### config.mk
export PLATFORM = sky130hd
export DESIGN_NAME = wbr_cordic
export DESIGN_NICKNAME = d
export VERILOG_FILES = /design/src/rtl/wbr_pkg.sv /design/src/rtl/wbr_cordic.sv
export SDC_FILE = /design/constraint.sdc
export NUM_CORES = 2
export LEC_CHECK = 0
export BUFFER_PORTS_ARGS = -buffer_cell sky130_fd_sc_hd__clkbuf_2
export CAP_MARGIN = 20
export CORE_ASPECT_RATIO = 0.8
export CORE_MARGIN = 3
export CORE_UTILIZATION = 55
export CTS_BUF_LIST = sky130_fd_sc_hd__clkbuf_4
export DETAILED_ROUTE_END_ITERATION = 10
export PLACE_DENSITY_LB_ADDON = 0.3
export SYNTH_ARGS = -nofsm -noshare
export SYNTH_HDL_FRONTEND = slang
export SYNTH_SLANG_ARGS = --single-unit
### constraint.sdc
create_clock -name clk -period 5.45 [get_ports clk]
set_clock_uncertainty 0.05 [all_clocks]
set_input_delay 1.09 -clock clk [delete_from_list [all_inputs] [get_ports clk]]
set_output_delay 1.09 -clock clk [all_outputs]
set_load 0.02 [all_outputs]
### src/rtl/wbr_pkg.sv
// shared widths, constants, control struct and arctangent table
// for the waypoint bearing and range pipeline; no dependencies
package wbr_pkg;

    // sizing
    localparam int COORD_BITS    = 13;
    localparam int CORDIC_STAGES = 16;
    localparam int TABLE_LEN     = 24;
    localparam int CORDIC_N      = (CORDIC_STAGES < TABLE_LEN) ? CORDIC_STAGES : TABLE_LEN;

    localparam int DIFF_BITS = COORD_BITS + 1;
    localparam int ABS_BITS  = COORD_BITS;
    localparam int PRESCALE  = 20;
    localparam int CX_BITS   = ABS_BITS + PRESCALE + 4;

    // angle arithmetic, z in 1/65536 degree
    localparam int ANGLE_FRAC  = 16;
    localparam int Z_BITS      = ANGLE_FRAC + 9;
    localparam int ZMAX        = 90 << ANGLE_FRAC;
    localparam int ROUND_SHIFT = ANGLE_FRAC - 4;
    localparam int ROUND_HALF  = 1 << (ROUND_SHIFT - 1);
    localparam int P_BITS      = 11;

    // bearing in 1/16 degree
    localparam int BEARING_BITS = 13;
    localparam int B_BITS       = BEARING_BITS + 1;
    localparam int DEG90        = 1440;
    localparam int DEG270       = 4320;
    localparam int DEG360       = 5760;

    // distance and square root
    localparam int DIST_BITS = 14;
    localparam int DIST_MAX  = 16383;
    localparam int SQ_BITS   = 2 * ABS_BITS;
    localparam int SUM_BITS  = SQ_BITS + 1;
    localparam int ROOT_BITS = (SUM_BITS + 1) / 2;
    localparam int RAD_BITS  = 2 * ROOT_BITS;
    localparam int REM_BITS  = ROOT_BITS + 2;
    localparam int DSAT_BITS = (ROOT_BITS > DIST_BITS) ? ROOT_BITS : DIST_BITS;

    // latencies after the difference register
    localparam int CORDIC_LAT = CORDIC_N + 1;
    localparam int SQRT_LAT   = ROOT_BITS + 2;
    localparam int CORE_LAT   = (CORDIC_LAT > SQRT_LAT) ? CORDIC_LAT : SQRT_LAT;
    localparam int ITER_REGS  = CORE_LAT - 1;
    localparam int ROOT_REGS  = CORE_LAT - 2;

    // quadrant and degenerate-case flags carried beside the angle
    typedef struct packed {
        logic dx_pos;
        logic dy_pos;
        logic ax_zero;
        logic ay_zero;
    } ctl_t;

    // atan(2^-i) in 1/65536 degree, rounded to nearest
    function automatic logic [Z_BITS-1:0] atan_entry(input int idx);
        logic [Z_BITS-1:0] v;
        case (idx)
            0:       v = Z_BITS'(2949120);
            1:       v = Z_BITS'(1740967);
            2:       v = Z_BITS'(919879);
            3:       v = Z_BITS'(466945);
            4:       v = Z_BITS'(234379);
            5:       v = Z_BITS'(117304);
            6:       v = Z_BITS'(58666);
            7:       v = Z_BITS'(29335);
            8:       v = Z_BITS'(14668);
            9:       v = Z_BITS'(7334);
            10:      v = Z_BITS'(3667);
            11:      v = Z_BITS'(1833);
            12:      v = Z_BITS'(917);
            13:      v = Z_BITS'(458);
            14:      v = Z_BITS'(229);
            15:      v = Z_BITS'(115);
            16:      v = Z_BITS'(57);
            17:      v = Z_BITS'(29);
            18:      v = Z_BITS'(14);
            19:      v = Z_BITS'(7);
            20:      v = Z_BITS'(4);
            21:      v = Z_BITS'(2);
            22:      v = Z_BITS'(1);
            default: v = '0;
        endcase
        return v;
    endfunction

endpackage

### src/rtl/wbr_cordic.sv
// vectoring cordic pipeline, one rotation per stage, then clamp and rounding
// to 1/16 degree; carries the valid bit and flags alongside; depends on wbr_pkg
module wbr_cordic (
    input  logic                                clk,
    input  logic                                rst_n,
    input  logic                                adv,
    input  logic                                src_valid,
    input  logic          [wbr_pkg::ABS_BITS-1:0] ax,
    input  logic          [wbr_pkg::ABS_BITS-1:0] ay,
    input  wbr_pkg::ctl_t                       ctl,
    output logic                                valid,
    output wbr_pkg::ctl_t                       ctl_out,
    output logic          [wbr_pkg::P_BITS-1:0] angle
);

    localparam int NREG = wbr_pkg::ITER_REGS;

    logic signed [wbr_pkg::CX_BITS-1:0] x_reg [NREG];
    logic signed [wbr_pkg::CX_BITS-1:0] y_reg [NREG];
    logic signed [wbr_pkg::Z_BITS-1:0]  z_reg [NREG];
    logic        [NREG:0]               valid_reg;
    wbr_pkg::ctl_t                      ctl_reg [NREG+1];
    logic        [wbr_pkg::P_BITS-1:0]  p_reg;

    logic signed [wbr_pkg::Z_BITS-1:0]  z_last;
    logic        [wbr_pkg::Z_BITS-1:0]  z_clamp;
    logic        [wbr_pkg::Z_BITS-1:0]  z_round;
    logic        [wbr_pkg::P_BITS-1:0]  p_next;

    // rotation stages; stages past the table length only carry the values
    for (genvar k = 0; k < NREG; k++)
    begin : g_stage
        logic signed [wbr_pkg::CX_BITS-1:0] xi;
        logic signed [wbr_pkg::CX_BITS-1:0] yi;
        logic signed [wbr_pkg::Z_BITS-1:0]  zi;
        logic signed [wbr_pkg::CX_BITS-1:0] x_next;
        logic signed [wbr_pkg::CX_BITS-1:0] y_next;
        logic signed [wbr_pkg::Z_BITS-1:0]  z_next;

        if (k == 0)
        begin : g_first
            assign xi = signed'(wbr_pkg::CX_BITS'({ax, {wbr_pkg::PRESCALE{1'b0}}}));
            assign yi = signed'(wbr_pkg::CX_BITS'({ay, {wbr_pkg::PRESCALE{1'b0}}}));
            assign zi = '0;
        end
        else
        begin : g_chain
            assign xi = x_reg[k-1];
            assign yi = y_reg[k-1];
            assign zi = z_reg[k-1];
        end

        if (k < wbr_pkg::CORDIC_N)
        begin : g_rot
            // drive y toward zero, accumulate the angle
            always_comb
            begin
                if (!yi[wbr_pkg::CX_BITS-1])
                begin
                    x_next = xi + (yi >>> k);
                    y_next = yi - (xi >>> k);
                    z_next = zi + signed'(wbr_pkg::atan_entry(k));
                end
                else
                begin
                    x_next = xi - (yi >>> k);
                    y_next = yi + (xi >>> k);
                    z_next = zi - signed'(wbr_pkg::atan_entry(k));
                end
            end
        end
        else
        begin : g_pass
            assign x_next = xi;
            assign y_next = yi;
            assign z_next = zi;
        end

        always_ff @(posedge clk)
        begin
            if (adv)
            begin
                x_reg[k] <= x_next;
                y_reg[k] <= y_next;
                z_reg[k] <= z_next;
            end
        end
    end

    // clamp to 0..90 degrees and round half up to 1/16 degree
    assign z_last = z_reg[NREG-1];
    always_comb
    begin
        if (z_last < 0)
        begin
            z_clamp = '0;
        end
        else if (z_last > signed'(wbr_pkg::Z_BITS'(wbr_pkg::ZMAX)))
        begin
            z_clamp = wbr_pkg::Z_BITS'(wbr_pkg::ZMAX);
        end
        else
        begin
            z_clamp = unsigned'(z_last);
        end
        z_round = z_clamp + wbr_pkg::Z_BITS'(wbr_pkg::ROUND_HALF);
        p_next  = z_round[wbr_pkg::ROUND_SHIFT +: wbr_pkg::P_BITS];
    end

    always_ff @(posedge clk)
    begin
        if (adv)
        begin
            p_reg <= p_next;
        end
    end

    // valid bits travel with the stages
    always_ff @(posedge clk or negedge rst_n)
    begin
        if (!rst_n)
        begin
            valid_reg <= '0;
        end
        else if (adv)
        begin
            valid_reg <= {valid_reg[NREG-1:0], src_valid};
        end
    end

    // flags travel with the stages
    always_ff @(posedge clk)
    begin
        if (adv)
        begin
            ctl_reg[0] <= ctl;
            for (int i = 1; i <= NREG; i++)
            begin
                ctl_reg[i] <= ctl_reg[i-1];
            end
        end
    end

    assign valid   = valid_reg[NREG];
    assign ctl_out = ctl_reg[NREG];
    assign angle   = p_reg;

endmodule

==> flow_summary.ini <==
[logic_synthesis]
synth_cell_types = 111
synth.avg_cell_area_um2 = 9.61
syn_area_um2 = 105000
synthCells = 10972
ys_seq_area_frac = 0.362
synth_top_area_frac = 0.358
synth_area_leaders = edfxtp_1 (36%), ha_1 (14%), xnor2_1 (8.4%)
ys.flop_type = edfxtp_1
syn-num-nets = 12212
synth_edf_count = 1258
async_flop_share = 0.0133
ys.warnings.count = 0
yosysTopAreaCell = edfxtp_1
ys_seq_elements = 1275

[placed_design]
gp_congestion = 0.989
place_area_um2 = 109000
place_inst = 13473
hpwl_um = 226000
io_buffers = 49

[setup_path]
worstReg2RegStart = y_reg[1][161]$_DFFE_PP_
startpoint = y_reg[1][161]$_DFFE_PP_
worstPathArrival_ns = 6.14
path_class = reg2reg
cp_max_fo = 8
crit_path_end_kind = flop
crit_required_ns = 6.41
cp-start-kind = flop

[global_route]
grt.total_usage = 0.282
antenna_found_initial = 8
grt_max_degree = 127
grt_pass1_wl_um = 445000
grt_pass1_vias = 80169
grt_overflow = 0

[floorplan]
die_y_um = 398
top_level_ports = 50
initial_core_util = 0.554
std_cell_rows = 143
design.core.area_um2 = 190000
dieArea_um2 = 197000
die_x_um = 495

[timing]
tns_ns = 0
setup_violations = 0
maxSlewHeadroom = 0.312
tightest_slew_ns = 1.03
post-route-period-util = 0.950
hold_violations = 0
rsz0062_at_grt = no
drv_slew = 0
period_minus_slack_ns = 5.18
fmax_mhz = 193

[layout]
stdcell_area_um2 = 113000
layout.cells.non_filler = 14051
largest_reg_flops = 425
final_cell_mix = edfxtp_1 (1258), ha_1 (1176), a21oi_1 (1166), nor2_1 (1058), xnor2_1 (1012)
syn_to_final_growth_pct = 7.48
final_common_cell = edfxtp_1
utilization = 0.596
drive_gt1_frac = 0.0738
final_nets = 12531

[detailed_routing]
finalWirelength_um = 285000
first_pass_iters = 8
drt-vias-per-instance = 6.09
drtIter0Drc = 8275
wl_per_cell_um = 20.3
postRouteAntennaNets = 0
dr_total_vias = 85513
drcViolationCount = 0

[cts]
tritoncts = built
clock_latency_ns = 1.34
cts_made_buffers = 347
clk_pin_slew_ns = 0.07
cts_setup_buffers = 0
root_buffer = clkbuf_4
cts.htree.levels = 5
cts_max_path_buffers = 4
cts_sinks = 1275

[worst_hold_path]
hold_start = ax[0]
hp-class = in2reg

[run]
maxCapViolCount = 0

[status]
status = finished, final reports clean
## cells in the mapped netlist, types with 55 or more instances
library cell and number:
edfxtp_1 1258, ha_1 1176, a21oi_1 1166, nor2_1 1058, xnor2_1 1012, xor2_1 579
a21o_1 519, nand2_1 508, inv_1 489, o21ai_0 488, nor3_1 276, nor2b_1 192
nand2b_1 186, clkbuf_1 158, o21a_1 158, nand3_1 156, o21bai_1 149, a31oi_1 120
and3_1 113, nand4_1 100, and2_1 79, nor4_1 77, or3_1 68, o31ai_1 56
a211oi_1 55
## stage by stage
step	setup slack [ns]	hold slack [ns]
after floorplan	0.756	0.350
after global placement	0.352	0.350
after detailed placement	0.380	0.355
after CTS	0.273	0.00258
after global routing	0.0272	0.0274
final	0.270	0.127
## worst max-delay path: stages, from the launching register on
cell	delay, ns
edfxtp_1	0.46
inv_1	0.09
ha_1	0.17
nor3b_1	0.40
nor2b_1	0.25
and2_1	0.22
nor3b_1	0.24
and2_1	0.34
a21oi_1	0.14
xnor2_1	0.35
ha_1	0.35
a21o_1	0.17
a21oi_1	0.20
nor2_1	0.08
a21oi_1	0.17
a21boi_1	0.41
o211ai_1	0.21
a31oi_1	0.32
o21bai_1	0.12
xnor2_1	0.14
## cell type report
| class | instances | area, um2 |
|---|---|---|
| clock buffers | 472 | 3540 |
| clock inverters | 87 | 526 |
| inverters | 490 | 1840 |
| well taps | 2537 | 3170 |
| repair buffers | 166 | 1280 |
| multi-input cells | 9011 | 64700 |
| flip-flops and latches | 1275 | 38200 |
| fillers | 16209 | 76900 |
| diodes | 13 | 32.5 |
## kinds of logic (layout without fill, tap and decap cells)
logic type | after synthesis | count (layout) | share of synthesized area
AOI/OAI and AO/OA | 3170 | 3170 | 0.191
and+or+nand+nor | 2976 | 2976 | 0.137
xor gates and xnor gates | 1591 | 1591 | 0.132
DFF | 1275 | 1275 | 0.362
adders and majority gates | 1206 | 1206 | 0.145
buffers and inverters | 686 | 1215 | 0.0246
muxes | 68 | 68 | 0.00707
other | 0 | 13 | 0
## layer usage
layer / routed length (um) / up-vias / share of wire / track usage
met1: 135000 / 40760 / 0.47 / 0.423
met5: 13 / - / 0.000046 / 0
met3: 23000 / 449 / 0.081 / 0.0502
met4: 7080 / 2 / 0.025 / 0.0752
li1: - / 41261 / - / -
met2: 120000 / 3041 / 0.42 / 0.416
## final timing paths
path	to	slack, ns	depth (start not counted)
max	x_reg[1][221]$_DFFE_PP_	0.27	19
min	x_reg[0][20]$_DFFE_PP_	0.13	3
max reg2reg	x_reg[1][221]$_DFFE_PP_	0.27	19
min reg2reg	ctl_reg[0][10]$_DFFE_PP_	0.36	0
max in group asynchronous	valid_reg[12]$_DFFE_PN0P_	4.81	2
min in group asynchronous	valid_reg[2]$_DFFE_PN0P_	0.24	2
## timing repair
action | 4_1_cts | 5_1_grt
hold endpoints to repair | 22 | 0
endpoints found under the setup margin | 0 | 19
resized for setup | 0 | 14
hold buffers | 6 | 0
Power is not shown: default switching activity piles up to over one toggle a cycle in this logic, so the estimate is an artifact.
