## src/rtl/wbr_pkg.sv

```systemverilog
// shared widths, constants, control struct and arctangent table
// for the waypoint bearing and range pipeline; no dependencies
package wbr_pkg;

    // sizing
    localparam int COORD_BITS    = 13;
    localparam int CORDIC_STAGES = 16;
    localparam int TABLE_LEN     = 24;
    localparam int CORDIC_N      = (CORDIC_STAGES < TABLE_LEN) ? CORDIC_STAGES : TABLE_LEN;

    localparam int DIFF_BITS = COORD_BITS + 1;
    localparam int ABS_BITS  = COORD_BITS;
    localparam int PRESCALE  = 20;
    localparam int CX_BITS   = ABS_BITS + PRESCALE + 4;

    // angle arithmetic, z in 1/65536 degree
    localparam int ANGLE_FRAC  = 16;
    localparam int Z_BITS      = ANGLE_FRAC + 9;
    localparam int ZMAX        = 90 << ANGLE_FRAC;
    localparam int ROUND_SHIFT = ANGLE_FRAC - 4;
    localparam int ROUND_HALF  = 1 << (ROUND_SHIFT - 1);
    localparam int P_BITS      = 11;

    // bearing in 1/16 degree
    localparam int BEARING_BITS = 13;
    localparam int B_BITS       = BEARING_BITS + 1;
    localparam int DEG90        = 1440;
    localparam int DEG270       = 4320;
    localparam int DEG360       = 5760;

    // distance and square root
    localparam int DIST_BITS = 14;
    localparam int DIST_MAX  = 16383;
    localparam int SQ_BITS   = 2 * ABS_BITS;
    localparam int SUM_BITS  = SQ_BITS + 1;
    localparam int ROOT_BITS = (SUM_BITS + 1) / 2;
    localparam int RAD_BITS  = 2 * ROOT_BITS;
    localparam int REM_BITS  = ROOT_BITS + 2;
    localparam int DSAT_BITS = (ROOT_BITS > DIST_BITS) ? ROOT_BITS : DIST_BITS;

    // latencies after the difference register
    localparam int CORDIC_LAT = CORDIC_N + 1;
    localparam int SQRT_LAT   = ROOT_BITS + 2;
    localparam int CORE_LAT   = (CORDIC_LAT > SQRT_LAT) ? CORDIC_LAT : SQRT_LAT;
    localparam int ITER_REGS  = CORE_LAT - 1;
    localparam int ROOT_REGS  = CORE_LAT - 2;

    // quadrant and degenerate-case flags carried beside the angle
    typedef struct packed {
        logic dx_pos;
        logic dy_pos;
        logic ax_zero;
        logic ay_zero;
    } ctl_t;

    // atan(2^-i) in 1/65536 degree, rounded to nearest
    function automatic logic [Z_BITS-1:0] atan_entry(input int idx);
        logic [Z_BITS-1:0] v;
        case (idx)
            0:       v = Z_BITS'(2949120);
            1:       v = Z_BITS'(1740967);
            2:       v = Z_BITS'(919879);
            3:       v = Z_BITS'(466945);
            4:       v = Z_BITS'(234379);
            5:       v = Z_BITS'(117304);
            6:       v = Z_BITS'(58666);
            7:       v = Z_BITS'(29335);
            8:       v = Z_BITS'(14668);
            9:       v = Z_BITS'(7334);
            10:      v = Z_BITS'(3667);
            11:      v = Z_BITS'(1833);
            12:      v = Z_BITS'(917);
            13:      v = Z_BITS'(458);
            14:      v = Z_BITS'(229);
            15:      v = Z_BITS'(115);
            16:      v = Z_BITS'(57);
            17:      v = Z_BITS'(29);
            18:      v = Z_BITS'(14);
            19:      v = Z_BITS'(7);
            20:      v = Z_BITS'(4);
            21:      v = Z_BITS'(2);
            22:      v = Z_BITS'(1);
            default: v = '0;
        endcase
        return v;
    endfunction

endpackage

```

## src/rtl/wbr_isqrt.sv

```systemverilog
// distance pipeline: squares, sum, then one root bit per stage
// padded to the cordic latency; depends on wbr_pkg
module wbr_isqrt (
    input  logic                            clk,
    input  logic                            adv,
    input  logic [wbr_pkg::ABS_BITS-1:0]    ax,
    input  logic [wbr_pkg::ABS_BITS-1:0]    ay,
    output logic [wbr_pkg::ROOT_BITS-1:0]   root
);

    localparam int NREG = wbr_pkg::ROOT_REGS;

    logic [wbr_pkg::SQ_BITS-1:0]   sqx_reg;
    logic [wbr_pkg::SQ_BITS-1:0]   sqy_reg;
    logic [wbr_pkg::SUM_BITS-1:0]  sum_reg;
    logic [wbr_pkg::RAD_BITS-1:0]  rad_reg  [NREG];
    logic [wbr_pkg::REM_BITS-1:0]  rem_reg  [NREG];
    logic [wbr_pkg::ROOT_BITS-1:0] root_reg [NREG];

    // squares, then their sum
    always_ff @(posedge clk)
    begin
        if (adv)
        begin
            sqx_reg <= wbr_pkg::SQ_BITS'(ax) * wbr_pkg::SQ_BITS'(ax);
            sqy_reg <= wbr_pkg::SQ_BITS'(ay) * wbr_pkg::SQ_BITS'(ay);
            sum_reg <= wbr_pkg::SUM_BITS'(sqx_reg) + wbr_pkg::SUM_BITS'(sqy_reg);
        end
    end

    // digit-by-digit root, two radicand bits per stage
    for (genvar t = 0; t < NREG; t++)
    begin : g_stage
        logic [wbr_pkg::RAD_BITS-1:0]  rad_i;
        logic [wbr_pkg::REM_BITS-1:0]  rem_i;
        logic [wbr_pkg::ROOT_BITS-1:0] root_i;
        logic [wbr_pkg::RAD_BITS-1:0]  rad_next;
        logic [wbr_pkg::REM_BITS-1:0]  rem_next;
        logic [wbr_pkg::ROOT_BITS-1:0] root_next;

        if (t == 0)
        begin : g_first
            assign rad_i  = wbr_pkg::RAD_BITS'(sum_reg);
            assign rem_i  = '0;
            assign root_i = '0;
        end
        else
        begin : g_chain
            assign rad_i  = rad_reg[t-1];
            assign rem_i  = rem_reg[t-1];
            assign root_i = root_reg[t-1];
        end

        if (t < wbr_pkg::ROOT_BITS)
        begin : g_step
            logic [wbr_pkg::REM_BITS-1:0] rem_sh;
            logic [wbr_pkg::REM_BITS-1:0] trial;

            always_comb
            begin
                rem_sh   = {rem_i[wbr_pkg::REM_BITS-3:0], rad_i[wbr_pkg::RAD_BITS-1 -: 2]};
                trial    = {root_i, 2'b01};
                rad_next = {rad_i[wbr_pkg::RAD_BITS-3:0], 2'b00};
                if (rem_sh >= trial)
                begin
                    rem_next  = rem_sh - trial;
                    root_next = {root_i[wbr_pkg::ROOT_BITS-2:0], 1'b1};
                end
                else
                begin
                    rem_next  = rem_sh;
                    root_next = {root_i[wbr_pkg::ROOT_BITS-2:0], 1'b0};
                end
            end
        end
        else
        begin : g_pass
            assign rad_next  = rad_i;
            assign rem_next  = rem_i;
            assign root_next = root_i;
        end

        always_ff @(posedge clk)
        begin
            if (adv)
            begin
                rad_reg[t]  <= rad_next;
                rem_reg[t]  <= rem_next;
                root_reg[t] <= root_next;
            end
        end
    end

    assign root = root_reg[NREG-1];

endmodule

```

## config.mk

```make
export PLATFORM = sky130hd
export DESIGN_NAME = wbr_isqrt
export DESIGN_NICKNAME = d
export VERILOG_FILES = /design/src/rtl/wbr_pkg.sv /design/src/rtl/wbr_isqrt.sv
export SDC_FILE = /design/constraint.sdc
export NUM_CORES = 1
export LEC_CHECK = 0
export BUFFER_PORTS_ARGS = -buffer_cell sky130_fd_sc_hd__buf_4
export CAP_MARGIN = 0
export CORE_UTILIZATION = 35
export DETAILED_ROUTE_END_ITERATION = 10
export GPL_ROUTABILITY_DRIVEN = 0
export PLACE_DENSITY = 0.48
export SYNTH_ARGS = -nofsm -noshare
export SYNTH_HDL_FRONTEND = slang
export SYNTH_SLANG_ARGS = --single-unit
```

## constraint.sdc

```tcl
create_clock -name clk -period 7.23 [get_ports clk]
set_input_delay 1.446 -clock clk [delete_from_list [all_inputs] [get_ports clk]]
set_output_delay 1.446 -clock clk [all_outputs]
set_load 0.01 [all_outputs]
```

==> run metrics, run 1 <==
slowest CP cell=fa_1; HPWL Detailed=between 40 and 50 mm; GRT Resource Usage Total=0.134; Async S/R FF share, synth=0; Worst-path clk slew=roughly 60 ps; pre-CTS setup slack=~610 ps; # resized after CTS=0; Tightest Pin Transition=around 1100 ps; Min-Delay Path Class=flop to flop; Syn Std Cell Area=about 35000 sq um; Fmax achieved=0.168 GHz; Iter 0 DRT Violations=around 1100; clk buf depth=3; antenna violations before repair=0; final clock skew=between 30 and 40 ps; vias in the first global route=around 22000; Yosys cell types=86; Seq/Total Area, Yosys=0.473; max cap viols=0; number of port buffers=41; Worst Setup Start Kind=input pin; worst setup path class=input pin to flop; Final Max Tran Viols=0; metal3 WL=1.75 mm; Final Hold Fails=0; number of flip-flops in the largest register=about 180; DR vias/cell=around 4.8; latest clock arrival within the worst-skew pair=about 630 ps; Max-Slew Margin vs Limit=0.283; Worst setup EP type=flop; most used flip-flop cell after synthesis=edfxtp_1; WP data required=about 7600 ps; GR Overflow Total=0; Worst Path Max Fanout=14; critical path cell sequence=buf_4 -> and2_1 -> fa_1 -> inv_1 -> fa_1 -> fa_1 -> fa_1 -> fa_1 -> inv_1 -> ha_1 -> a21o_1 -> a21o_1 -> a2111oi_0 -> nor3_1 -> nor4_1 -> o31ai_1 -> o311a_1; core area=a little under 100000 sq um; Antenna Nets Post-Route=0; area delta synth->final=10.3%; DR pass1 iterations=5; final WL=~66 mm; Top Ports=42; Gate Count Post-Synth=~3000; reg2reg setup slack=a little over 4000 ps; first-pass GRT wire length=~110 mm; # H-tree levels=2; Post-synth EDFFs=543; layout cells sized above 1=0.0764; Hold Buf Count CTS=0; Ys Warns=0; Period minus WS final=about 6000 ps; Synthesized Nets=around 3500; RSZ-0062 raised after global routing=false; DR top layer=met4; Adder-Cell Fraction of Synth Area=0.214; most common cell after layout, fill and taps aside=edfxtp_1; Crit path largest cell delay=560 ps; largest net degree at the start of global routing=approximately 190; simple-gate share of the synthesized area=0.0924; starting density of the core=0.355; Peak supply drop=0.281 mV; mean post-synth cell area=11.7 sq um; Root Driver=clkbuf_16; Sink Count=approximately 540; mux cell area share after synthesis=0.0205; TritonCTS buffer count=57; status=finished clean; CTS tree=done; DR vias=20800; nets=3508; WL/cell=15.1 um; commonest non-fill, non-tap cells in the layout=edfxtp_1, inv_1, ha_1, nand2_1, fa_1; Die H=approximately 320 um; P_leak=between 0.015 and 0.02 uW; most common cell type on the critical path=fa_1; xor/xnor cell area share of the yosys netlist=0.0444; Row Count=roughly 110; final total power=14200 uW; # DRC=0; met2 wire length=~35 mm; Die ar.=~100000 sq um; Setup Fix Bufs, Post-CTS=0; Synth Area in Compound Gates=0.0891; Setup-failing EPs final=0; FF+latch count, synth=approximately 540; Chip Width=~320 um; ant diodes=0; PwrDens=approximately 370 nW/um^2; Tcrit/Tclk final=0.825; Setup TNS=0 ps; crit path setup slack, layout=1270 ps; CP arrival=about 6300 ps; largest family of logic cells by synthesized area=adder cells; M1 wire length=27.5 mm
==> power by group <==
part	switching, uW	leakage [uW]	internal (uW)
registers	291	0.00521	4450
logic	3720	0.0104	2770
clock network	1230	0.000920	1700
total	5240	0.0165	8930
==> worst max-delay path: cells and delay by family <==
kind	cells	cell delay [ps]
adder cells (fa/ha/maj)	6	2810
AO/OA/AOI/OAI	5	1030
AND/OR/NAND/NOR	3	750
buffers and inverters	3	270
==> kinds of logic (layout without fill, tap and decap cells) <==
family | count (synthesis) | after routing
other | 1 | 1
flip-flops | 543 | 543
XOR/XNOR | 175 | 175
adder cells (fa/ha/maj) | 476 | 476
multiplexers | 64 | 64
buffers and inverters | 588 | 687
AND/OR/NAND/NOR | 643 | 643
AO/OA/AOI/OAI | 462 | 462
==> layout make-up <==
cell class | instances | area [sq um]
multi-input combinational | 1821 | 15900
sequential | 543 | 16300
inverter | 537 | 2020
fill | 9351 | 59100
clock buffer | 65 | 1460
timing repair buffer | 44 | 363
clock inverter | 41 | 435
tap | 1276 | 1600
==> layer usage <==
| metal | up-vias | GRT usage |
|---|---|---|
| met1 | 10200 | 0.160 |
| met5 | - | 0 |
| met4 | 0 | 0.0399 |
| met3 | 99 | 0.0166 |
| li1 | 10200 | - |
| met2 | 261 | 0.249 |
==> through the flow <==
stage	hold slack (ps)	area (sq um)	util	cells
after CTS	394	38100	0.392	4327
final	397	38100	0.392	4327
after detailed placement	405	36200	0.373	4221
after global routing	411	38100	0.392	4327
after floorplan	400	34500	-	2952
after global placement	402	36200	0.373	4221
==> synth_stat cells, drive strengths merged, types with 19 or more instances <==
library cell	instances	area, sq um
a211oi	21	163
a21o	65	492
a21oi	113	569
and2	65	407
clkbuf	41	154
edfxtp	543	16300
fa	192	3840
ha	284	3550
inv	536	2010
mux2	54	608
nand2	203	764
nand3	32	160
nor2	132	495
nor2b	32	208
nor3	58	290
nor4	19	140
o21a	53	398
o21ai	102	518
xnor2	114	998
xor2	61	534
==> worst paths after layout <==
path                          end  depth (start not counted)             from
setup reg to reg   rem_reg[1][68]                          9  root_reg[1][49]
hold reg to reg   rad_reg[0][124]                          0   rad_reg[0][94]
setup / recovery      sqx_reg[23]                         17            ax[8]
hold / removal    rad_reg[0][124]                          0   rad_reg[0][94]
(Power assumes the default switching activity.)
==> run 2: changes to the inputs <==
--- a/config.mk
+++ b/config.mk
@@ -10,7 +10,7 @@
 export CORE_UTILIZATION = 35
 export DETAILED_ROUTE_END_ITERATION = 10
 export GPL_ROUTABILITY_DRIVEN = 0
-export PLACE_DENSITY = 0.48
+export PLACE_DENSITY = 0.5
 export SYNTH_ARGS = -nofsm -noshare
 export SYNTH_HDL_FRONTEND = slang
 export SYNTH_SLANG_ARGS = --single-unit
==> constraint.sdc (replaced) <==
create_clock -name clk -period 5.2 [get_ports clk]
set_input_delay 1.04 -clock clk [delete_from_list [all_inputs] [get_ports clk]]
set_output_delay 1.04 -clock clk [all_outputs]
set_load 0.01 [all_outputs]
==> run metrics, run 2 (synthesized netlist as in run 1, its figures left out) <==
status=finished clean; # H-tree levels=2; DR vias/cell=between 4 and 5; CP arrival=5470 ps; M1 wire length=between 20 and 30 mm; Antenna Nets Post-Route=0; number of port buffers=between 40 and 50; most common cell type on the critical path=fa_1; final clock skew=44.2 ps; Period minus WS final=between 5000 and 6000 ps; area delta synth->final=16.3%; Largest delay share family, worst path=adder cells; Non-Filler Instances=between 4000 and 5000; GRT Resource Usage Total=0.135; Sink Count=543; met2 wire length=35.3 mm; antenna violations before repair=0; Final Hold Fails=0; slowest CP cell=fa_1; worst path bufs/invs=6; Worst-path clk slew=around 60 ps; Worst Path Max Fanout=6; DR top layer=met4; final WL=roughly 66 mm; Fmax achieved=approximately 0.20 GHz; Hold Buf Count CTS=0; Iter 0 DRT Violations=approximately 930; # DRC=0; P_leak=roughly 0.018 uW; Min-Delay Path Class=flop to flop; Max-Slew Margin vs Limit=0.331; critical path cell sequence=buf_12 -> buf_6 -> and2_4 -> fa_1 -> inv_2 -> fa_1 -> inv_2 -> fa_2 -> fa_1 -> inv_1 -> fa_1 -> inv_2 -> ha_4 -> a21o_1 -> a211oi_4 -> nand3b_1 -> and4b_1 -> o31ai_1 -> a31oi_1; commonest non-fill, non-tap cells in the layout=edfxtp_1, inv_1, ha_1, buf_4, fa_1; starting density of the core=0.355; Top Ports=42; nets=approximately 3700; Peak supply drop=between 0.4 and 0.5 mV; vias in the first global route=~23000; core area=97100 sq um; Setup TNS=0 ps; WP data required=between 5000 and 6000 ps; PwrDens=between 500 and 600 nW/um^2; worst setup path class=input pin to flop; HPWL Detailed=around 50 mm; Die H=between 300 and 400 um; first-pass GRT wire length=around 110 mm; latest clock arrival within the worst-skew pair=slightly above 600 ps; RSZ-0062 raised after global routing=true; Tightest Pin Transition=roughly 1000 ps; Crit path largest cell delay=around 540 ps; Row Count=roughly 110; Tcrit/Tclk final=0.984; Worst Setup Start Kind=input pin; CTS tree=done; Setup-failing EPs final=0; largest net degree at the start of global routing=107; number of flip-flops in the largest register=between 150 and 200; Final Max Tran Viols=0; most common cell after layout, fill and taps aside=edfxtp_1; Chip Width=316 um; DR pass1 iterations=5; Root Driver=clkbuf_16; WL/cell=approximately 15 um; Fillers=about 9000; ant diodes=0; DR vias=between 20000 and 25000; placed cell count=between 4000 and 5000; TritonCTS buffer count=56; metal3 WL=between 1.5 and 2 mm; Die ar.=99800 sq um; Worst setup EP type=flop; hold slack final=around 380 ps; reg2reg setup slack=about 2100 ps; clk buf depth=3; max cap viols=0; GR Overflow Total=0; layout cells sized above 1=0.168
[run 2: routing by layer]
layer  up-vias  global-route usage
met2       292               0.254
met5         -                   0
met4         0              0.0457
met1     10600               0.156
met3       136              0.0157
li1      10600                   -
[run 2: path summary, 6_finish.rpt]
path,from,end,depth (start not counted)
max,ax[4],sqx_reg[22],19
min,rad_reg[0][127],rad_reg[0][157],0
max reg2reg,root_reg[0][98],rem_reg[1][4],9
min reg2reg,rad_reg[0][127],rad_reg[0][157],0
[run 2: what timing repair did]
action / in CTS / in global routing
resized for setup: 0 / 55
endpoints found under the setup margin: 0 / 16
setup buffers: 0 / 4
[run 2: through the flow]
stage / setup slack, ps / utilization / total power [uW] / instance area (sq um)
floorplan: -232 / - / 14500 / 35300
global placement: -603 / 0.393 / 18100 / 38100
detailed placement: -610 / 0.393 / 18300 / 38100
CTS: 50.5 / 0.411 / 22200 / 39900
global route: -55.8 / 0.413 / 24200 / 40100
finish: 82.5 / 0.413 / 22300 / 40100
[run 2: cell type report]
class	count	area [sq um]	area share
clock buffer	67	1460	0.0365
clock inverter	34	290	0.00723
inverter	537	2020	0.0503
multi-input combinational	1821	16500	0.411
sequential	543	16300	0.406
tap	1276	1600	0.0398
timing repair buffer	239	1960	0.0488
[run 2: where the power goes]
part	leakage (uW)	total [uW]	switching, uW	internal, uW
Clock	0.000859	3830	1630	2200
Combinational	0.0114	11800	5980	5860
Sequential	0.00521	6590	396	6190
