File: src/rtl/wbr_pkg.sv
// shared widths, constants, control struct and arctangent table
// for the waypoint bearing and range pipeline; no dependencies
package wbr_pkg;

    // sizing
    localparam int COORD_BITS    = 13;
    localparam int CORDIC_STAGES = 16;
    localparam int TABLE_LEN     = 24;
    localparam int CORDIC_N      = (CORDIC_STAGES < TABLE_LEN) ? CORDIC_STAGES : TABLE_LEN;

    localparam int DIFF_BITS = COORD_BITS + 1;
    localparam int ABS_BITS  = COORD_BITS;
    localparam int PRESCALE  = 20;
    localparam int CX_BITS   = ABS_BITS + PRESCALE + 4;

    // angle arithmetic, z in 1/65536 degree
    localparam int ANGLE_FRAC  = 16;
    localparam int Z_BITS      = ANGLE_FRAC + 9;
    localparam int ZMAX        = 90 << ANGLE_FRAC;
    localparam int ROUND_SHIFT = ANGLE_FRAC - 4;
    localparam int ROUND_HALF  = 1 << (ROUND_SHIFT - 1);
    localparam int P_BITS      = 11;

    // bearing in 1/16 degree
    localparam int BEARING_BITS = 13;
    localparam int B_BITS       = BEARING_BITS + 1;
    localparam int DEG90        = 1440;
    localparam int DEG270       = 4320;
    localparam int DEG360       = 5760;

    // distance and square root
    localparam int DIST_BITS = 14;
    localparam int DIST_MAX  = 16383;
    localparam int SQ_BITS   = 2 * ABS_BITS;
    localparam int SUM_BITS  = SQ_BITS + 1;
    localparam int ROOT_BITS = (SUM_BITS + 1) / 2;
    localparam int RAD_BITS  = 2 * ROOT_BITS;
    localparam int REM_BITS  = ROOT_BITS + 2;
    localparam int DSAT_BITS = (ROOT_BITS > DIST_BITS) ? ROOT_BITS : DIST_BITS;

    // latencies after the difference register
    localparam int CORDIC_LAT = CORDIC_N + 1;
    localparam int SQRT_LAT   = ROOT_BITS + 2;
    localparam int CORE_LAT   = (CORDIC_LAT > SQRT_LAT) ? CORDIC_LAT : SQRT_LAT;
    localparam int ITER_REGS  = CORE_LAT - 1;
    localparam int ROOT_REGS  = CORE_LAT - 2;

    // quadrant and degenerate-case flags carried beside the angle
    typedef struct packed {
        logic dx_pos;
        logic dy_pos;
        logic ax_zero;
        logic ay_zero;
    } ctl_t;

    // atan(2^-i) in 1/65536 degree, rounded to nearest
    function automatic logic [Z_BITS-1:0] atan_entry(input int idx);
        logic [Z_BITS-1:0] v;
        case (idx)
            0:       v = Z_BITS'(2949120);
            1:       v = Z_BITS'(1740967);
            2:       v = Z_BITS'(919879);
            3:       v = Z_BITS'(466945);
            4:       v = Z_BITS'(234379);
            5:       v = Z_BITS'(117304);
            6:       v = Z_BITS'(58666);
            7:       v = Z_BITS'(29335);
            8:       v = Z_BITS'(14668);
            9:       v = Z_BITS'(7334);
            10:      v = Z_BITS'(3667);
            11:      v = Z_BITS'(1833);
            12:      v = Z_BITS'(917);
            13:      v = Z_BITS'(458);
            14:      v = Z_BITS'(229);
            15:      v = Z_BITS'(115);
            16:      v = Z_BITS'(57);
            17:      v = Z_BITS'(29);
            18:      v = Z_BITS'(14);
            19:      v = Z_BITS'(7);
            20:      v = Z_BITS'(4);
            21:      v = Z_BITS'(2);
            22:      v = Z_BITS'(1);
            default: v = '0;
        endcase
        return v;
    endfunction

endpackage

File: src/rtl/wbr_prep.sv
// first pipeline stage: coordinate differences, magnitudes and quadrant flags
// depends on wbr_pkg
module wbr_prep (
    input  logic                                  clk,
    input  logic                                  rst_n,
    input  logic                                  adv,
    input  logic                                  src_valid,
    input  logic signed [wbr_pkg::COORD_BITS-1:0] cur_x,
    input  logic signed [wbr_pkg::COORD_BITS-1:0] cur_y,
    input  logic signed [wbr_pkg::COORD_BITS-1:0] tgt_x,
    input  logic signed [wbr_pkg::COORD_BITS-1:0] tgt_y,
    output logic                                  valid,
    output logic        [wbr_pkg::ABS_BITS-1:0]   ax,
    output logic        [wbr_pkg::ABS_BITS-1:0]   ay,
    output wbr_pkg::ctl_t                         ctl
);

    logic signed [wbr_pkg::DIFF_BITS-1:0] dx;
    logic signed [wbr_pkg::DIFF_BITS-1:0] dy;
    logic        [wbr_pkg::ABS_BITS-1:0]  ax_next;
    logic        [wbr_pkg::ABS_BITS-1:0]  ay_next;
    wbr_pkg::ctl_t                        ctl_next;
    logic                                 valid_reg;
    logic        [wbr_pkg::ABS_BITS-1:0]  ax_reg;
    logic        [wbr_pkg::ABS_BITS-1:0]  ay_reg;
    wbr_pkg::ctl_t                        ctl_reg;

    // exact differences and their magnitudes
    assign dx = wbr_pkg::DIFF_BITS'(tgt_x) - wbr_pkg::DIFF_BITS'(cur_x);
    assign dy = wbr_pkg::DIFF_BITS'(tgt_y) - wbr_pkg::DIFF_BITS'(cur_y);
    assign ax_next = wbr_pkg::ABS_BITS'(dx[wbr_pkg::DIFF_BITS-1] ? -dx : dx);
    assign ay_next = wbr_pkg::ABS_BITS'(dy[wbr_pkg::DIFF_BITS-1] ? -dy : dy);

    // quadrant and zero flags
    always_comb
    begin
        ctl_next.ax_zero = (dx == '0);
        ctl_next.ay_zero = (dy == '0);
        ctl_next.dx_pos  = !dx[wbr_pkg::DIFF_BITS-1] && !ctl_next.ax_zero;
        ctl_next.dy_pos  = !dy[wbr_pkg::DIFF_BITS-1] && !ctl_next.ay_zero;
    end

    // valid bit
    always_ff @(posedge clk or negedge rst_n)
    begin
        if (!rst_n)
        begin
            valid_reg <= 1'b0;
        end
        else if (adv)
        begin
            valid_reg <= src_valid;
        end
    end

    // payload
    always_ff @(posedge clk)
    begin
        if (adv)
        begin
            ax_reg  <= ax_next;
            ay_reg  <= ay_next;
            ctl_reg <= ctl_next;
        end
    end

    assign valid = valid_reg;
    assign ax    = ax_reg;
    assign ay    = ay_reg;
    assign ctl   = ctl_reg;

endmodule

File: config.mk
export PLATFORM = sky130hd
export DESIGN_NAME = wbr_prep
export DESIGN_NICKNAME = d
export VERILOG_FILES = /design/src/rtl/wbr_pkg.sv /design/src/rtl/wbr_prep.sv
export SDC_FILE = /design/constraint.sdc
export NUM_CORES = 1
export LEC_CHECK = 0
export BUFFER_PORTS_ARGS = -buffer_cell sky130_fd_sc_hd__buf_2
export CAP_MARGIN = 20
export CORE_UTILIZATION = 26
export DETAILED_ROUTE_END_ITERATION = 8
export MAX_ROUTING_LAYER = met4
export PLACE_DENSITY = 0.52
export SLEW_MARGIN = 40
export SYNTH_ARGS = -nofsm -noshare
export SYNTH_HDL_FRONTEND = slang
export SYNTH_SLANG_ARGS = --single-unit
File: constraint.sdc
create_clock -name clk -period 1.2 [get_ports clk]
set_clock_uncertainty 0.15 [all_clocks]
set_input_delay 0.06 -clock clk [delete_from_list [all_inputs] [get_ports clk]]
set_output_delay 0.06 -clock clk [all_outputs]
set_load 0.01 [all_outputs]
==> results of run 1 <==
cell families after synthesis:
group                      count (synthesis)  share of synthesized area
AOI/OAI and AO/OA                         86                     0.2124
xor gates and xnor gates                  37                     0.1085
adders and majority gates                 30                     0.1307
buffers and inverters                     47                    0.06200
DFF                                       31                     0.3100
muxes                                      3                    0.01047
and+or+nand+nor                           94                     0.1659
routing by layer:
metal / up-vias / track usage / wire length (um)
li1: 1606 / - / -
met1: 1396 / 0.2010 / 3976
met2: 56 / 0.2287 / 3928
met3: 10 / 0.01435 / 280
met4: 0 / 0.03905 / 80
met5: - / - / 0
layout make-up:
class                           count  area share
Tap cell                          140     0.03288
Multi-Input combinational cell    251      0.4641
Clock inverter                      3    0.002818
Clock buffer                        5     0.02349
Timing Repair Buffer              206      0.2677
Sequential cell                    31      0.1738
Inverter                           40     0.03523
worst max-delay path by stage:
stage                     slack (ns)  endpoint      from
after global routing           -1.17    ctl[1]  tgt_x[0]
after floorplan                -1.18    ax[12]  tgt_x[0]
after global placement         -1.41    ctl[2]  tgt_y[0]
after detailed placement       -1.49    ax[12]  tgt_x[0]
after CTS                      -1.08    ax[12]  tgt_x[0]
final                          -1.07    ax[12]  tgt_x[0]
per-stage QoR:
step | hold WS (ns) | cell area [um2] | setup slack [ns]
final | 0.01371 | 5328 | -1.068
after global routing | 0.01478 | 5328 | -1.173
after CTS | 0.01051 | 5204 | -1.083
after detailed placement | -0.3142 | 4623 | -1.494
after global placement | -0.3151 | 4623 | -1.410
after floorplan | -0.3856 | 3294 | -1.182
synth_stat cells, types with 3 or more instances:
cell type	instances	area [um2]
nand2_1	24	90.09
nand3b_1	3	22.52
a21oi_1	19	95.09
a21o_1	4	30.03
nor2_1	20	75.07
nor2b_1	10	62.56
clkbuf_1	3	11.26
inv_1	40	150.1
xor2_1	9	78.83
a21oi_2	3	26.28
and3_1	5	31.28
a31oi_1	4	25.02
xnor2_1	28	245.2
and2_1	3	18.77
o21ai_0	15	75.07
edfxtp_1	30	900.9
nand3_1	9	45.04
nand4_1	3	18.77
ha_1	28	350.3
nor3_1	3	15.01
o31ai_1	3	22.52
or3_1	3	18.77
a211oi_1	3	22.52
o21ai_1	3	15.01
o211ai_1	5	37.54
power breakdown:
group	leakage, uW	internal (uW)	switching (uW)	total (uW)
Sequential	0.000305	1500	71.6	1570
Combinational	0.00196	1570	1420	2990
Clock	0.0000649	751	411	1160
repair_timing:
| action | CTS | global route |
|---|---|---|
| setup buffers | 10 | 6 |
| cloned | 1 | 0 |
| pin swaps | 43 | 28 |
| hold endpoints to repair | 2 | 0 |
| gates resized for setup | 64 | 19 |
| endpoints found under the setup margin | 28 | 28 |
| hold buffers | 3 | 0 |
critical path, cell delays in order:
cell       delay (ns)
buf_8            0.11
inv_12           0.04
ha_4             0.12
inv_2            0.03
fa_2             0.37
a21o_1           0.21
a21oi_2          0.17
xnor2_2          0.11
a2111oi_4        0.33
nand4_2          0.21
o31ai_2          0.29
xnor2_1          0.09
==> reports/results.tsv, run 1 <==
stage	metric	value	unit
die	dieArea	11920	um2
yosys	synth_cell_types	65	
setup_path	path_class	in2reg	
yosys	synth-seq-area-share	0.3100	
placed_design	hpwl	6580	um
clock_network	cts.clk_slew.worst_paths	0.05	ns
grt	grt_pass1_wl	13540	um
setup_path	r2r_cells	1	
yosys	yosys_warnings	0	
final_layout	mostFrequentLayoutCells	108 x buf_4, 80 x buf_2, 30 x edfxtp_1	
final_layout	num_antenna_cells	0	
pwr	ir_drop	0.0009025	V
route	drtIter0Drc	95	
yosys	ys_ff_latch	31	
final_layout	num-fill-cells	1048	
final_layout	multi_input_area	2472	um2
sta	slew_violations	0	
run_status	violations	negative setup slack	
yosys	synth.avg_cell_area	9.106	um2
sta	finalSetupTns	-24.31	ns
yosys	synth_flop_cell	edfxtp_1	
route	wirelength	8266	um
route	num_vias	3068	
sta	period_needed	2.268	ns
grt	globalRouteTotalUtil	0.1462	
setup_path	crit_fanout	4	
sta	hold_viol	0	
setup_path	arrival	2.14	ns
clock_network	clk_path_buf_depth	2	
route	via_per_inst	4.538	
run_status	status	finished with violations	
yosys	synth-async-reset-ratio	0.03226	
route	routedWlPerCell	12.23	um
yosys	synth-edff-count	30	
setup_path	reg2reg_from	valid	
placed_design	numPortBuffers	86	
setup_path	end_kind	flip-flop	
sta	setup_viol	28	
yosys	synthesis.area	2987	um2
clock_network	insertion_delay	0.27	ns
worst_hold_path	hold_path_startpoint	adv	
clock_network	htreeDepth	2	
route	drcViolationCount	0	
sta	worstMarginPinSlew	0.5687	ns
die	pin_count	87	
clock_network	cts.sinks	31	
worst_hold_path	hold_depth	1	
yosys	synthCells	328	
grt	grt_max_degree	18	
setup_path	rrSetupSlack	0.31	ns
final_layout	final_util	0.4830	
setup_path	start_kind	primary input	
final_layout	layout_commonest_cell	buf_4	
worst_hold_path	hold_class	in2reg	
sta	fin_ws	-1.068	ns
pwr	leakagePower	0.002328	uW
setup_path	required	1.07	ns
clock_network	root_buffer	clkbuf_16	
setup_path	timing.rr.end	valid	
final_layout	area_delta_synth_final	78.38	%
final_layout	final_nets	621	
clock_network	cts_buffers	5	
pwr	power-per-cell-area	1074	nW/um2
route	drt_pre_antenna_iters	4	
sta	period_share	1.890	
die	die_h	109.2	um
final_layout	drive_gt1_frac	0.5951	
route	detail-route-antenna-nets	0	
die	fp.dieW	109.2	um
die	coreArea	11030	um2
sta	rsz0062_at_grt	true	
worst_hold_path	hold_end	ay[10]	
final_layout	register_area	925.9	um2
placed_design	gp_congestion	0.8475	
placed_design	place_inst	649	
clock_network	cts_tree	yes	
die	initial_core_util	0.2708	
yosys	synth.net_count	414	
die	rows	38	
sta	timing.fmax	0.4409	GHz
job	max_cap_viol_count	0	
grt	antenna_found_initial	0	
sta	maxSlewHeadroom	0.6183	
pwr	total_power	5721	uW
final_layout	final_cells	676	
grt	grt_overflow	0	
grt	grt_pass1_vias	2978	
(Power assumes the default switching activity.)
==> run 2: changes to the inputs <==
--- a/config.mk
+++ b/config.mk
@@ -11,6 +11,7 @@
 export DETAILED_ROUTE_END_ITERATION = 8
 export MAX_ROUTING_LAYER = met4
 export PLACE_DENSITY = 0.52
+export SETUP_SLACK_MARGIN = 0.3
 export SLEW_MARGIN = 40
 export SYNTH_ARGS = -nofsm -noshare
 export SYNTH_HDL_FRONTEND = slang
==> reports/results.tsv, run 2 (same netlist as run 1, synthesis figures left out) <==
stage	metric	value	unit	change
run_status	status	finished with violations		
run_status	violations	negative hold slack, negative setup slack		
die	die_h	109.2	um	unchanged
clock_network	cts.sinks	31		unchanged
setup_path	arrival	2.15	ns	about the same
final_layout	mostFrequentLayoutCells	107 x buf_4, 78 x buf_2, 30 x edfxtp_1		
sta	fin_ws	-1.085	ns	-0.01663 ns
sta	timing.fmax	0.4377	GHz	-0.73%
clock_network	clk_path_buf_depth	2		unchanged
sta	period_share	1.904		+0.01386
setup_path	rrSetupSlack	0.30	ns	about the same
sta	hold_viol	1		+1
sta	finalSetupTns	-24.51	ns	-0.1985 ns
sta	whs	-0.1232	ns	-0.1369 ns
die	pin_count	87		unchanged
placed_design	numPortBuffers	86		unchanged
clock_network	root_buffer	clkbuf_16		
setup_path	timing.rr.end	valid		
die	fp.dieW	109.2	um	unchanged
route	routedWlPerCell	12.35	um	+0.96%
grt	grt_pass1_wl	13620	um	+0.56%
setup_path	r2r_cells	1		unchanged
final_layout	final_cells	675		-0.15%
die	rows	38		unchanged
setup_path	reg2reg_from	valid		
sta	maxSlewHeadroom	0.6169		-0.001449
route	num_vias	3075		+0.23%
grt	grt_overflow	0		unchanged
final_layout	layout_commonest_cell	buf_4		
final_layout	num_antenna_cells	0		unchanged
worst_hold_path	hold_end	valid		
route	wirelength	8333	um	+0.81%
placed_design	gp_congestion	0.8475		unchanged
grt	antenna_found_initial	0		unchanged
route	drtIter0Drc	81		-15%
worst_hold_path	hold_depth	2		+1
grt	globalRouteTotalUtil	0.1470		+0.0007811
sta	worstMarginPinSlew	0.5709	ns	+0.002158 ns
setup_path	start_kind	primary input		
job	max_cap_viol_count	0		unchanged
setup_path	end_kind	flip-flop		
sta	slew_violations	0		unchanged
grt	grt_pass1_vias	2977		-0.034%
clock_network	cts_tree	yes		
clock_network	cts.clk_slew.worst_paths	0.05	ns	about the same
die	initial_core_util	0.2708		unchanged
route	detail-route-antenna-nets	0		unchanged
setup_path	path_class	in2reg		
placed_design	place_inst	649		unchanged
sta	rsz0062_at_grt	true		
sta	setup_viol	28		unchanged
pwr	leakagePower	0.002342	uW	+0.57%
die	dieArea	11920	um2	unchanged
final_layout	area_delta_synth_final	80.31	%	
final_layout	drive_gt1_frac	0.6056		+0.01046
worst_hold_path	hold_class	in2reg		
grt	grt_max_degree	18		unchanged
route	drcViolationCount	0		unchanged
sta	period_needed	2.285	ns	+0.01663 ns
clock_network	insertion_delay	0.27	ns	about the same
worst_hold_path	hold_path_startpoint	src_valid		
clock_network	htreeDepth	2		unchanged
pwr	ir_drop	0.0009054	V	+0.33%
route	drt_pre_antenna_iters	4		unchanged
route	via_per_inst	4.556		+0.38%
pwr	power-per-cell-area	1075	nW/um2	+0.11%
clock_network	cts_buffers	5		unchanged
die	coreArea	11030	um2	unchanged
final_layout	final_nets	620		-0.16%
setup_path	required	1.07	ns	about the same
placed_design	hpwl	6580	um	unchanged
setup_path	crit_fanout	4		unchanged
run 2: cell types whose count changed in the layout (fill, tap and decap cells not counted), moves of 2 or more:
cell and change:
buf_6 +3, a211oi_2 +2, a211oi_1 -2, buf_2 -2
run 2: layout make-up:
class,instances,area (um2)
Sequential cell,31,925.9
Multi-Input combinational cell,251,2526
Inverter,40,185.2
Tap cell,140,175.2
Clock inverter,3,15.01
Clock buffer,5,125.1
Fill cell,1033,5645
Timing Repair Buffer,205,1433
run 2: worst max path at each step:
stage	to	start	depth (start not counted)	slack [ns]
2_1_floorplan	ax[12]	tgt_x[0]	11	-1.18
3_3_place_gp	ctl[2]	tgt_y[0]	12	-1.41
3_5_place_dp	ax[12]	tgt_x[0]	12	-1.49
4_1_cts	ax[12]	tgt_x[0]	12	-1.08
5_1_grt	ax[12]	tgt_x[0]	12	-1.18
6_report	ax[12]	tgt_x[0]	12	-1.08
run 2: metal layers:
layer	up-vias	GRT usage	routed length, um
li1	1601	-	-
met5	-	-	0
met3	12	0.01375	266
met2	61	0.2318	3950
met4	0	0.03714	87
met1	1401	0.2017	4029
run 2: critical path, cell delays in order:
cell and delay, ns:
buf_8 0.11, inv_12 0.04, ha_4 0.12, inv_2 0.03
fa_2 0.37, a21o_1 0.21, a21oi_2 0.17, xnor2_2 0.10
a2111oi_4 0.38, nand4_4 0.18, o31ai_2 0.28, xnor2_1 0.09
run 2: power breakdown:
part           leakage (uW)  internal, uW  switching (uW)
Clock             0.0000649           751             412
Sequential         0.000305          1500            74.8
Combinational       0.00197          1600            1460
Total               0.00234          3840            1950
run 2: per-stage QoR:
step                      cell area (um2)  hold WS, ns  utilization  setup slack (ns)  total power (uW)
after CTS                            5211      -0.1314       0.4724            -1.083              5700
after global routing                 5385      -0.1332       0.4882            -1.177              6176
final                                5385      -0.1232       0.4882            -1.085              5790
after global placement               4623      -0.3151       0.4191            -1.410              4151
after detailed placement             4623      -0.3142       0.4191            -1.494              4188
after floorplan                      3294      -0.3856            -            -1.182              3041
run 2: timing repair:
action                     4_1_cts  5_1_grt
hold endpoints to repair         2        2
gates cloned                     1        0
buffers inserted                10        5
hold buffers                     2        1
pin swaps                       43       33
setup endpoints to repair       59       61
gates resized for setup         67       30
==> run 3: changes to the inputs <==
--- a/config.mk
+++ b/config.mk
@@ -7,10 +7,11 @@
 export LEC_CHECK = 0
 export BUFFER_PORTS_ARGS = -buffer_cell sky130_fd_sc_hd__buf_2
 export CAP_MARGIN = 20
-export CORE_UTILIZATION = 26
+export CORE_UTILIZATION = 45
+export CTS_CLUSTER_DIAMETER = 200
 export DETAILED_ROUTE_END_ITERATION = 8
 export MAX_ROUTING_LAYER = met4
-export PLACE_DENSITY = 0.52
+export PLACE_DENSITY = 0.77
 export SETUP_SLACK_MARGIN = 0.3
 export SLEW_MARGIN = 40
 export SYNTH_ARGS = -nofsm -noshare
==> constraint.sdc (replaced) <==
create_clock -name clk -period 1.2 [get_ports clk]
set_clock_uncertainty 0.15 [all_clocks]
set_input_delay 0.24 -clock clk [delete_from_list [all_inputs] [get_ports clk]]
set_output_delay 0.24 -clock clk [all_outputs]
set_load 0.01 [all_outputs]
==> reports/results.tsv, run 3 (same netlist as run 1, synthesis figures left out) <==
stage	metric	value	unit	change
placed_design	hpwl	6771	um	+2.9%
route	drt_pre_antenna_iters	5		+1
final_layout	mostFrequentLayoutCells	104 x buf_4, 80 x buf_2, 30 x edfxtp_1		
sta	setup_viol	43		+54%
pwr	power_frac_seq	0.267		-0.004
clock_network	htreeDepth	2		unchanged
final_layout	layout_commonest_cell	buf_4		
die	fp.dieW	83.47	um	-24%
setup_path	crit_fanout	4		unchanged
route	routedWlPerCell	19.28	um	+56%
sta	maxSlewHeadroom	0.5781		-0.03873
clock_network	root_buffer	clkbuf_8		
final_layout	num_antenna_cells	0		unchanged
route	num_vias	3635		+18%
pwr	p_clk_frac	0.148		-0.053
clock_network	clk_path_buf_depth	2		unchanged
sta	whs	0.04764	ns	+0.1708 ns
setup_path	end_kind	flip-flop		
sta	hold_viol	0		-1
final_layout	area_delta_synth_final	78.42	%	
grt	grt_pass1_vias	3574		+20%
die	rows	29		-24%
die	pin_count	87		unchanged
grt	globalRouteTotalUtil	0.2905		+0.1435
die	coreArea	6386	um2	-42%
pwr	leakagePower	0.002381	uW	+1.7%
sta	rsz0062_at_grt	true		
route	via_per_inst	5.930		+30%
sta	period_share	2.251		+0.3476
route	wl_met2	6319	um	+60%
route	wirelength	11820	um	+42%
route	dr_wl_met3	647	um	+140%
sta	timing.fmax	0.3701	GHz	-15%
setup_path	required	1.08	ns	about the same
setup_path	crit_start	cur_x[2]		
sta	fin_ws	-1.502	ns	-0.4171 ns
worst_hold_path	hold_path_startpoint	src_valid		
sta	slew_violations	0		unchanged
job	max_cap_viol_count	0		unchanged
route	drtIter0Drc	295		+260%
placed_design	post-place-ws	-1.730	ns	-0.2362 ns
pwr	internal-power	3648	uW	-5.1%
pwr	total_power	5861	uW	+1.2%
setup_path	critPathBufInv	5		+2
grt	antenna_found_initial	0		unchanged
die	dieArea	6966	um2	-42%
run_status	violations	negative setup slack		
route	detail-route-antenna-nets	0		unchanged
setup_path	crit_top_cell	buf_4		
pwr	p_switching	2214	uW	+14%
clock_network	cts_buffers	5		unchanged
route	drcViolationCount	0		unchanged
worst_hold_path	hold_class	in2reg		
clock_network	cts.clk_slew.worst_paths	0.06	ns	about the same
setup_path	reg2reg_from	valid		
setup_path	arrival	2.58	ns	+0.43 ns
die	initial_core_util	0.4677		+0.1969
final_layout	drive_gt1_frac	0.6194		+0.01380
sta	worstMarginPinSlew	0.6283	ns	+0.05742 ns
setup_path	cp_top_family	compound AO/OA/AOI/OAI gates		
setup_path	start_kind	primary input		
route	top_layer	met4		
run_status	status	finished with violations		
final_layout	num-fill-cells	311		-70%
placed_design	numPortBuffers	86		unchanged
pwr	ir_drop	0.001036	V	+14%
route	m1WireLength	3945	um	-2.1%
sta	period_needed	2.702	ns	+0.4171 ns
pwr	power-per-cell-area	1100	nW/um2	+2.3%
setup_path	slowest_delay	0.45	ns	+0.07 ns
setup_path	crit_path_top_delay_cell	o21ai_0		
clock_network	cts.sinks	31		unchanged
grt	grt_overflow	0		unchanged
setup_path	path_cells	buf_2, inv_2, ha_4, buf_4, and3b_2, o21ai_0, a21oi_1, o21ai_0, buf_4, buf_4, nand3_2, o21ai_2, xnor2_2		
die	die_h	83.47	um	-24%
pwr	combPwrFrac	0.586		+0.058
final_layout	final_nets	621		+0.16%
grt	grt_max_degree	16		-2
setup_path	path_class	in2reg		
grt	grt_pass1_wl	15790	um	+16%
placed_design	gp_congestion	0.9189		+8.4%
clock_network	insertion_delay	0.29	ns	+0.02 ns
pwr	p_sw_frac	0.3777		+0.04158
clock_network	cts_tree	yes		
run 3: cell count changes in the layout (fill, tap and decap cells not counted), moves of 3 or more:
cell | previous run | this run
nand2_1 | 18 | 15
clkbuf_16 | 5 | 1
clkbuf_8 | 0 | 6
xnor2_2 | 5 | 9
buf_12 | 1 | 4
buf_4 | 107 | 104
xnor2_1 | 23 | 19
run 3: routing by layer:
layer | global-route usage | vias to the layer above
li1 | - | 1601
met4 | 0.1248 | 0
met1 | 0.2558 | 1692
met2 | 0.5999 | 237
met3 | 0.04055 | 105
met5 | - | -
run 3: final cells by class:
type / instances / area (um2) / share of cell area
clock buffers: 7 / 86.33 / 0.01620
clock inverters: 1 / 5.005 / 0.0009392
inverters: 40 / 185.2 / 0.03475
multi-input cells: 250 / 2539 / 0.4764
flip-flops and latches: 31 / 925.9 / 0.1737
well taps: 77 / 96.34 / 0.01808
repair buffers: 207 / 1491 / 0.2799
run 3: power groups by stage:
stage / clock network, uW / logic (uW) / registers [uW]
6_report: 865 / 3430 / 1560
5_1_grt: 904 / 3600 / 1580
4_1_cts: 838 / 2920 / 1560
3_5_place_dp: 0 / 2610 / 1580
3_3_place_gp: 0 / 2490 / 1580
2_1_floorplan: 0 / 1360 / 1690
run 3: per-stage QoR:
step	setup TNS, ns	cells	util	instance area, um2
floorplan	-30.36	328	-	3294
global placement	-38.10	578	0.7061	4509
detailed placement	-40.29	578	0.7061	4509
CTS	-29.69	600	0.7853	5015
global route	-36.38	613	0.8344	5329
finish	-33.48	613	0.8344	5329
run 3: what timing repair did:
action,CTS,global route
pin swaps,38,24
endpoints found under the setup margin,61,60
hold buffers,1,0
endpoints found under the hold margin,1,0
cloned,1,0
setup buffers,12,13
gates resized for setup,56,49
run 3: final timing paths:
check / cells after the start / to / slack, ns
min in group asynchronous: 2 / valid / 0.15
setup reg to reg: 2 / valid / 0.17
hold reg to reg: 2 / valid / 0.46
hold / removal: 2 / valid / 0.05
setup / recovery: 13 / ax[9] / -1.50
max in group asynchronous: 2 / valid / 0.67
run 3: worst reg2reg max path, cell delays in order (launching register included):
cell,delay [ns]
dfrtp_1,0.39
buf_6,0.11
mux2_4,0.26
